**src/assert_macros.svh**
```systemverilog
// Assertion helpers for the RTL files; only the median core includes them.
// Each expects clk and rst_n in scope; checks are off while reset is low.
`ifndef ASSERT_MACROS_SVH
`define ASSERT_MACROS_SVH

// Property that must hold at every clock edge.
`define SWM_ASSERT_ALWAYS(lbl, prop, msg) \
  lbl: assert property (@(posedge clk) disable iff (!rst_n) (prop)) else $error(msg);

// Antecedent in one cycle implies the consequent in the next cycle.
`define SWM_ASSERT_NEXT(lbl, ante, cons, msg) \
  lbl: assert property (@(posedge clk) disable iff (!rst_n) (ante) |=> (cons)) else $error(msg);

`endif

```
**src/swm_pkg.sv**
```systemverilog
package swm_pkg;

  // Defaults for the top-level parameters
  localparam int MAX_WINDOW_DEF  = 32;
  localparam int SAMPLE_BITS_DEF = 16;

  // Span register: 5 bits, so at most 31
  localparam int              SPAN_W     = 5;
  localparam int              SPAN_MAX   = 31;
  localparam logic [SPAN_W-1:0] SPAN_RESET = 5'd4;

  // Flags a cell hands to its right-hand neighbor
  typedef struct packed {
    logic lt;   // cell holds a valid value below the new sample
    logic brm;  // removal slot lies at or left of this cell
  } link_t;

  // Broadcast control from the top level to every cell
  typedef struct packed {
    logic              en;      // a sample beat updates the row
    logic              full;    // this beat also drops the oldest entry
    logic [SPAN_W-1:0] rm_age;  // age of the entry that leaves
    logic [SPAN_W-1:0] fill;    // number of valid cells before the beat
  } cell_ctl_t;

endpackage

```
**src/swm_cell.sv**
```systemverilog
module swm_cell #(
  parameter int SAMPLE_BITS = swm_pkg::SAMPLE_BITS_DEF,
  parameter int CELL_IDX    = 0
) (
  input  logic                          clk,
  input  swm_pkg::cell_ctl_t            ctl,
  input  logic signed [SAMPLE_BITS-1:0] new_val,
  input  swm_pkg::link_t                left_lnk,
  input  logic signed [SAMPLE_BITS-1:0] left_val,
  input  logic [swm_pkg::SPAN_W-1:0]    left_age,
  input  logic                          right_lt,
  input  logic signed [SAMPLE_BITS-1:0] right_val,
  input  logic [swm_pkg::SPAN_W-1:0]    right_age,
  output swm_pkg::link_t                lnk_out,
  output logic signed [SAMPLE_BITS-1:0] val_out,
  output logic [swm_pkg::SPAN_W-1:0]    age_out,
  output logic signed [SAMPLE_BITS-1:0] ins_val
);

  logic signed [SAMPLE_BITS-1:0] val_r, val_nxt;
  logic [swm_pkg::SPAN_W-1:0]    age_r, age_nxt;
  logic                          valid;
  logic                          lt;
  logic                          rm;
  logic                          brm;

  // Local compare and removal match
  assign valid = int'(ctl.fill) > CELL_IDX;
  assign lt    = valid && (val_r < new_val);
  assign rm    = ctl.full && valid && (age_r == ctl.rm_age);
  assign brm   = left_lnk.brm | rm;

  assign lnk_out = '{lt: lt, brm: brm};
  assign val_out = val_r;
  assign age_out = age_r;

  // Sorted row right after insertion, before the oldest leaves
  assign ins_val = lt ? val_r : (left_lnk.lt ? new_val : left_val);

  // Insert and remove in one step: shift left past the hole or right past the sample
  always_comb begin
    if (lt) begin
      if (!brm) begin
        val_nxt = val_r;
        age_nxt = age_r + 1'b1;
      end else if (right_lt) begin
        val_nxt = right_val;
        age_nxt = right_age + 1'b1;
      end else begin
        val_nxt = new_val;
        age_nxt = '0;
      end
    end else begin
      if (left_lnk.brm) begin
        val_nxt = val_r;
        age_nxt = age_r + 1'b1;
      end else if (left_lnk.lt) begin
        val_nxt = new_val;
        age_nxt = '0;
      end else begin
        val_nxt = left_val;
        age_nxt = left_age + 1'b1;
      end
    end
  end

  always_ff @(posedge clk) begin
    if (ctl.en) begin
      val_r <= val_nxt;
      age_r <= age_nxt;
    end
  end

endmodule

```
**src/sliding_window_median_core.sv**
```systemverilog
// The median of an accepted sample beat is registered and then shows on out_median.
// One sample per cycle unless in_stall holds; each nonzero-span beat rewrites the row.
// The first span samples after reset or a span write give no result.
// Reset (rst_n low, synchronous): window empty, span 4, no result pending.
// Cell contents are not reset; only cells below the fill count are ever used.
`include "assert_macros.svh"

module sliding_window_median_core #(
  parameter int MAX_WINDOW  = swm_pkg::MAX_WINDOW_DEF,
  parameter int SAMPLE_BITS = swm_pkg::SAMPLE_BITS_DEF
) (
  input  logic                          clk,
  input  logic                          rst_n,
  input  logic                          cfg_we,
  input  logic [swm_pkg::SPAN_W-1:0]    cfg_window_span,
  input  logic                          in_valid,
  output logic                          in_stall,
  input  logic signed [SAMPLE_BITS-1:0] in_sample,
  output logic                          out_valid,
  input  logic                          out_stall,
  output logic signed [SAMPLE_BITS-1:0] out_median
);

  localparam int SPAN_W   = swm_pkg::SPAN_W;
  localparam int IDX_W    = $clog2(MAX_WINDOW);
  localparam int SPAN_CAP = (MAX_WINDOW - 1 > swm_pkg::SPAN_MAX) ?
                            swm_pkg::SPAN_MAX : MAX_WINDOW - 1;

  logic [SPAN_W-1:0]             span_r, span_nxt;
  logic [SPAN_W-1:0]             fill_r, fill_nxt;
  logic                          out_valid_r, out_valid_nxt;
  logic signed [SAMPLE_BITS-1:0] out_median_r;

  logic [SPAN_W-1:0]             eff_span;
  logic                          span_zero;
  logic                          full;
  logic                          produce;
  logic                          in_accept;
  logic [IDX_W-1:0]              mid_idx;
  logic signed [SAMPLE_BITS-1:0] median_val;
  swm_pkg::cell_ctl_t            ctl;

  logic signed [SAMPLE_BITS-1:0] val_w [MAX_WINDOW];
  logic [SPAN_W-1:0]             age_w [MAX_WINDOW];
  logic signed [SAMPLE_BITS-1:0] ins_w [MAX_WINDOW];
  swm_pkg::link_t                lnk_w [MAX_WINDOW];

  // Span saturates at one below the row length, or at SPAN_MAX if that is smaller
  assign eff_span  = (int'(span_r) > SPAN_CAP) ? SPAN_W'(SPAN_CAP) : span_r;
  assign span_zero = (eff_span == '0);
  assign full      = !span_zero && (fill_r == eff_span);
  assign produce   = span_zero || full;
  assign mid_idx   = IDX_W'(eff_span >> 1);

  // Handshake: take a beat unless a result is waiting and stalled
  assign in_stall  = out_valid_r & out_stall;
  assign in_accept = in_valid & ~in_stall;

  // Broadcast control
  assign ctl.en     = in_accept && !span_zero;
  assign ctl.full   = full;
  assign ctl.rm_age = eff_span - 1'b1;
  assign ctl.fill   = fill_r;

  // Row of sorted cells
  for (genvar i = 0; i < MAX_WINDOW; i++) begin : g_cell
    swm_pkg::link_t                left_lnk;
    logic signed [SAMPLE_BITS-1:0] left_val;
    logic [SPAN_W-1:0]             left_age;
    logic                          right_lt;
    logic signed [SAMPLE_BITS-1:0] right_val;
    logic [SPAN_W-1:0]             right_age;

    if (i == 0) begin : g_left_edge
      assign left_lnk = '{lt: 1'b1, brm: 1'b0};
      assign left_val = in_sample;
      assign left_age = '0;
    end else begin : g_left_link
      assign left_lnk = lnk_w[i-1];
      assign left_val = val_w[i-1];
      assign left_age = age_w[i-1];
    end

    if (i == MAX_WINDOW - 1) begin : g_right_edge
      assign right_lt  = 1'b0;
      assign right_val = in_sample;
      assign right_age = '0;
    end else begin : g_right_link
      assign right_lt  = lnk_w[i+1].lt;
      assign right_val = val_w[i+1];
      assign right_age = age_w[i+1];
    end

    swm_cell #(
      .SAMPLE_BITS (SAMPLE_BITS),
      .CELL_IDX    (i)
    ) u_cell (
      .clk       (clk),
      .ctl       (ctl),
      .new_val   (in_sample),
      .left_lnk  (left_lnk),
      .left_val  (left_val),
      .left_age  (left_age),
      .right_lt  (right_lt),
      .right_val (right_val),
      .right_age (right_age),
      .lnk_out   (lnk_w[i]),
      .val_out   (val_w[i]),
      .age_out   (age_w[i]),
      .ins_val   (ins_w[i])
    );
  end

  // Median pick from the post-insert row, or the new sample itself at span zero
  assign median_val = span_zero ? in_sample : ins_w[mid_idx];

  // Span and fill count
  always_comb begin
    span_nxt = span_r;
    fill_nxt = fill_r;
    if (cfg_we) begin
      span_nxt = cfg_window_span;
      fill_nxt = '0;
    end else if (in_accept && !produce) begin
      fill_nxt = fill_r + 1'b1;
    end
  end

  // Output register
  always_comb begin
    if (in_accept && produce) begin
      out_valid_nxt = 1'b1;
    end else if (out_stall) begin
      out_valid_nxt = out_valid_r;
    end else begin
      out_valid_nxt = 1'b0;
    end
  end

  always_ff @(posedge clk) begin
    if (!rst_n) begin
      span_r      <= swm_pkg::SPAN_RESET;
      fill_r      <= '0;
      out_valid_r <= 1'b0;
    end else begin
      span_r      <= span_nxt;
      fill_r      <= fill_nxt;
      out_valid_r <= out_valid_nxt;
    end
  end

  always_ff @(posedge clk) begin
    if (in_accept && produce) begin
      out_median_r <= median_val;
    end
  end

  assign out_valid  = out_valid_r;
  assign out_median = out_median_r;

  // Checks
  `SWM_ASSERT_ALWAYS(a_fill_in_range, fill_r <= eff_span, "fill count beyond span")
  `SWM_ASSERT_NEXT(a_result_from_beat, !out_valid_r && !(in_accept && produce), !out_valid_r, "result without a beat")
  `SWM_ASSERT_NEXT(a_fill_grows, in_accept && !produce && !cfg_we, fill_r == $past(fill_r) + 1'b1, "fill did not advance")

endmodule

```
**config.mk**
```make
export PLATFORM = sky130hd
export DESIGN_NAME = sliding_window_median_core
export DESIGN_NICKNAME = d
export VERILOG_FILES = /design/src/swm_pkg.sv /design/src/swm_cell.sv /design/src/sliding_window_median_core.sv
export VERILOG_INCLUDE_DIRS = /design/src /design/src/src
export SDC_FILE = /design/constraint.sdc
export NUM_CORES = 2
export LEC_CHECK = 0
export ABC_AREA = 1
export ABC_CLOCK_PERIOD_IN_PS = 11200
export BUFFER_PORTS_ARGS = -buffer_cell sky130_fd_sc_hd__buf_4
export CELL_PAD_IN_SITES_DETAIL_PLACEMENT = 0
export CELL_PAD_IN_SITES_GLOBAL_PLACEMENT = 1
export CORE_ASPECT_RATIO = 0.8
export CORE_MARGIN = 10
export CORE_UTILIZATION = 40
export DETAILED_ROUTE_END_ITERATION = 10
export PLACE_DENSITY = 0.68
export SLEW_MARGIN = 20
export SYNTH_ARGS = -nofsm -noshare
export SYNTH_HDL_FRONTEND = slang
export SYNTH_SLANG_ARGS = --single-unit
export TNS_END_PERCENT = 20
```
**constraint.sdc**
```tcl
create_clock -name clk -period 11.2 [get_ports clk]
set_input_delay 2.24 -clock clk [delete_from_list [all_inputs] [get_ports clk]]
set_output_delay 2.24 -clock clk [all_outputs]
set_load 0.02 [all_outputs]
```
# Word-level counts from Yosys, hierarchy flattened
# Cells that the tools add are included.
# Widths: inputs -> output; s select.
[classes]
n_lt_le_gt_ge = 63
bitwise_logic = 35
n_reduce_logical = 133
muxes = 341
n_eq_ne = 94
addsub = 33
[op_table]
columns = ["op", "count"]
rows = [
  ["$mux 16", 187],
  ["$mux 5", 151],
  ["$lt 16x16->1", 31],
  ["$add 5x1->5 const B", 32],
  ["$eq 5x5->1", 32],
  ["$logic_and 1x1->1", 97],
  ["$reduce_and 3->1", 30],
  ["$bmux 16 s5", 1],
  ["$gt 5x5->1 const B", 15],
  ["$ne 2x1->1 const B", 31],
  ["$ne 2x2->1 const B", 31],
  ["$gt 5x4->1 const B", 8],
  ["$or 1x1->1", 30],
  ["$gt 5x3->1 const B", 4],
  ["$gt 5x1->1 const B", 2],
  ["$gt 5x2->1 const B", 2],
  ["$ge 6x6->1 const B", 1],
  ["$not 4->6", 1],
  ["$logic_not 5->1", 1],
  ["$sub 5x1->5 const B", 1],
  ["$and 1x1->1", 2],
  ["$logic_not 1->1", 2],
  ["$mux 1", 2],
  ["$not 1->1", 2],
  ["other kinds (3)", 3],
]
[totals]
input_bits = 26
register_bits = 678

# Depth between registers and ports, before layout
[logic_depth]
word_depth = 37
ltp_mapped = 33
depth_no_buf = 29

# By module
# Synthesis repeated with hierarchy kept, for this count alone.
[hier_totals]
hier_cells = 10716
hier_area_um2 = 72081.6
[modules_own_cells]
columns = ["mod", "area_per_inst_um2", "n_inst", "cells_each", "seq_area_each_um2"]
rows = [
  ["sliding_window_median_core", 4033.9, 1, 719, 700.7],
  ["swm_cell (g_cell[23].u_cell)", 2224.6, 1, 316, 630.6],
  ["swm_cell (g_cell[2].u_cell)", 2215.9, 1, 315, 630.6],
  ["swm_cell (g_cell[12].u_cell)", 2200.9, 1, 324, 630.6],
  ["swm_cell (g_cell[5].u_cell)", 2198.4, 1, 316, 630.6],
  ["swm_cell (g_cell[17].u_cell)", 2180.8, 1, 321, 630.6],
  ["swm_cell (g_cell[10].u_cell)", 2175.8, 1, 317, 630.6],
  ["swm_cell (g_cell[20].u_cell)", 2175.8, 1, 325, 630.6],
  ["swm_cell (g_cell[16].u_cell)", 2173.3, 1, 319, 630.6],
  ["swm_cell (g_cell[21].u_cell)", 2173.3, 1, 323, 630.6],
  ["swm_cell (g_cell[19].u_cell)", 2172.1, 1, 318, 630.6],
  ["swm_cell (g_cell[1].u_cell)", 2170.8, 1, 317, 630.6],
  ["swm_cell (g_cell[29].u_cell)", 2168.3, 1, 323, 630.6],
  ["swm_cell (g_cell[26].u_cell)", 2165.8, 1, 320, 630.6],
  ["19 more rows", "-", "-", "-", "-"],
]

# Worst setup path before layout
# OpenSTA, ideal clock, no wires.
[synth_timing]
path_type = "input -> register"
start = "input out_stall"
end = "register g_cell[10].u_cell.val_r[0], enable pin"
n_path_buf = 1
t_required_ns = 10.811
path_stages = 8
setup_slack_ns = 2.792
arrival_time_ns = 8.019
path_cell_list = "nand2_1 > nand2_1 > inv_1 > nand2_1 > inv_1 > clkbuf_1 > nand2_1 > nor2_1"
[synth_rtl]
columns = ["element", "line", "text"]
rows = [
  ["start, declared", "sliding_window_median_core.sv:20", "input logic out_stall,"],
  ["end signal, assigned", "swm_cell.sv:69", "val_r <= val_nxt;"],
  ["end, declared", "swm_cell.sv:20", "logic signed [SAMPLE_BITS-1:0] val_r, val_nxt;"],
]

# Final worst setup path
[layout_timing]
start = "register span_r[1] (netlist: eff_span[1])"
end = "register g_cell[30].u_cell.val_r[11], enable pin"
[layout_between]
elab_chain_len = 37
word_cells_on_any_way = 132
cone_classes = "add/sub: 1; eq/ne: 34; bitwise: 30; reduce/logical: 67"
[layout_lines]
columns = ["element", "line", "text"]
rows = [
  ["start, declared", "sliding_window_median_core.sv:29", "logic [SPAN_W-1:0] span_r, span_nxt;"],
  ["start signal, assigned", "sliding_window_median_core.sv:142", "span_r <= swm_pkg::SPAN_RESET;"],
  ["start signal, assigned", "sliding_window_median_core.sv:146", "span_r <= span_nxt;"],
  ["branches (longest 36 deep; another with $sub 5x1->5)", "-", ""],
  ["$reduce_and 3->1 (no source line) (*)", "-", ""],
  ["end signal, assigned", "swm_cell.sv:69", ""],
  ["end, declared", "swm_cell.sv:20", ""],
]
# Mark *: on every way between the ends.
# A chain may end at the register's enable or synchronous reset.

==> results.ini <==
[timing]
finalCriticalPeriod_ns=7.56
fin_setup_tns_ns=0
maxSlewHeadroom_pct=26.2
final_hold_viol_count=0
slew_viol_final=0
rsz0062_at_grt=false
final.setup.worst_slack_ns=3.64
post-route-period-util_pct=67.5
tightest_slew_ns=1.10
fin_skew_ns=0.0299
max_freq_mhz=132
setup_viol=0

[drt]
post_drt_wl_per_cell_um=23.0
drcViolationCount=0
route.vias.total=56300
vias_per_cell=5.92
routed_wl_um=219000
ant_nets=0
firstDrtPassIters=6
drt_iter0_markers=5196

[logic_synthesis]
synth.mux.area_fraction_pct=0
synthAdderAreaFrac_pct=10.7
avgSynthCellArea_um2=7.52
yosys_most_used_dff=edfxtp_1
synthXorXnorAreaFrac_pct=2.57
synth_seq_cells=678
yosys.area_share.simple_pct=23.0
ys_seq_area_share_pct=34.5
syn_nets=8326
synth_edf_count=667
ys_types=63
synthCells=7798
synth_top_family_by_area=simple AND/OR/NAND/NOR gates
async_flop_share_pct=0
synth-compound-area-share_pct=22.5
yosys_warnings=0
syn_area_um2=58600

[pwr]
p_switching_w=0.00329
vdd_drop_max_v=0.0000943
seq_power_share_pct=40.4
p_leak_nw=26.1
sw_frac_of_total_pct=36.5
comb_power_share_pct=29.3
clock_power_share_pct=30.3
power.density_nw_per_um2=143
intPower_w=0.00573

[global_route]
antenna_found_initial=12
grt_pass1_wl_um=331000
grt_usage_pct=26.0
gr-total-overflow=0
grt_max_degree=98
grt_pass1_vias=54000

[die]
rows=125
dieWidth_um=448
core-area_um2=145000
die_h_um=362
start_util_pct=40.3
ios=44
die_area_um2=162000

[setup_path]
r2r_start=eff_span[1]
crit_path_start_kind=flop
cp_common_cell=nor2_4
reg2reg_slack_ns=3.64
r2r_end=g_cell[30].u_cell.val_out[11]
cp.arrival_ns=7.96
cp-end-kind=flop
worstSetupPathType=reg -> reg
required_ns=11.61
critPathMaxFanout=49
slowest_delay_ns=0.56
cp_slowest_cell=nand2_4
r2r_cells=25

[cells_and_area]
syn2layout_area_growth_pct=7.67
drive_above_1_share_pct=6.60
final_nets=8062

[worst_hold_path]
min_to=out_valid
worstHoldPathCells=2
min_from=out_valid
hold_class=reg -> reg

[placement]
gp_congestion=0.874
port_buffers=43
preCtsSetupSlack_ns=3.45
hpwl_um=156000

[cts]
cts.repair.resized=0
cts_tree=done
numClockSinks=678
htree_levels=3
hold_buffers=0
clockRootBuffer=clkbuf_16
cts_buffer_depth=3
clk_latency_ns=0.72
postCtsSetupBuffers=0
cts.clk_slew.worst_paths_ns=0.06
cts_buffers=86

[flow_run]
drv_cap=0

[run_status]
run_status=finished clean

cells in the final DEF, fill, tap and decap left out, types with 89 or more instances in the layout:
cell,n
edfxtp_1,667
xor2_1,127
o22ai_1,119
nor2_1,492
nand3_1,462
o211ai_1,256
nand2_1,1900
a21oi_1,522
buf_4,191
o21ai_0,1096
ha_1,501
a31oi_1,111
clkbuf_16,89
inv_1,437
critical path, delay by kind of cell (launching register included):
kind | cells | cell delay, ns
flops | 1 | 0.44
fa+ha+maj | 1 | 0.41
buf+inv | 1 | 0.46
simple gates | 23 | 5.84
power groups by stage:
stage	clock (W)	combinational [W]	sequential [W]
final	0.00274	0.00264	0.00364
after global routing	0.00288	0.00300	0.00368
after CTS	0.00279	0.00262	0.00363
after detailed placement	0	0.00261	0.00368
after global placement	0	0.00257	0.00368
after floorplan	0	0.00188	0.00355
per-stage QoR:
stage          utilization [%]  total power [W]  hold slack, ns  instances  area, um^2
4_1_cts                   43.4          0.00904           0.525       9508       63100
5_1_grt                   43.4          0.00956           0.550       9509       63100
3_5_place_dp              41.6          0.00629           0.517       9351       60500
3_3_place_gp              41.6          0.00625           0.500       9351       60500
6_report                  43.4          0.00902           0.521       9510       63100
2_1_floorplan                -          0.00543           0.530       7798       58600
synth_stat cells (all sizes together), types with 111 or more instances:
library cell	number	area, um^2
nand3	491	2510
a31oi	111	694
o211ai	256	1920
o21ai	1100	5510
o22ai	119	744
xor2	128	1130
clkbuf	449	1690
ha	502	6280
nand2	1915	7240
inv	470	1760
a21oi	522	2610
edfxtp	667	20000
nor2	529	2270
worst max path at each step:
stage	startpoint	end	slack, ns	cells after the start
after floorplan	out_stall	g_cell[10].u_cell.val_out[0]	2.79	8
after global placement	in_sample[2]	out_median[1]	3.48	20
after detailed placement	in_sample[2]	out_median[1]	3.45	20
after CTS	eff_span[1]	g_cell[30].u_cell.val_out[11]	3.62	25
after global routing	eff_span[1]	g_cell[30].u_cell.val_out[13]	3.06	25
final	eff_span[1]	g_cell[30].u_cell.val_out[11]	3.64	25
sequential cells by signal (all words and copies together), names as in the netlist:
signal / count
eff_span: 5
fill_r: 5
g_cell.u_cell.age_out: 155
g_cell.u_cell.val_out: 496
out_median: 16
out_valid: 1
kinds of logic after synthesis:
kind of cell,count (synthesis)
AOI/OAI and AO/OA,2313
and+or+nand+nor,3111
adders and majority gates,502
buffers and inverters,1024
xor gates and xnor gates,170
DFF,678
layout make-up:
| class | instances | area (um^2) |
|---|---|---|
| tap | 1905 | 2380 |
| antenna | 2 | 5.00 |
| multi-input combinational | 6096 | 34600 |
| timing repair buffer | 192 | 1450 |
| clock inverter | 43 | 262 |
| fill | 15000 | 82300 |
| clock buffer | 114 | 2320 |
| sequential | 678 | 20300 |
| inverter | 480 | 1810 |
metal layers:
| layer | up-vias | part of all wire [%] | global-route usage (%) |
|---|---|---|---|
| met4 | 4 | 3.1 | 7.62 |
| met1 | 27000 | 46 | 36.6 |
| met5 | - | 0.010 | 0 |
| li1 | 27200 | - | - |
| met3 | 292 | 7.9 | 5.42 |
| met2 | 1936 | 43 | 39.9 |
Power figures use the tool's default switching activity.
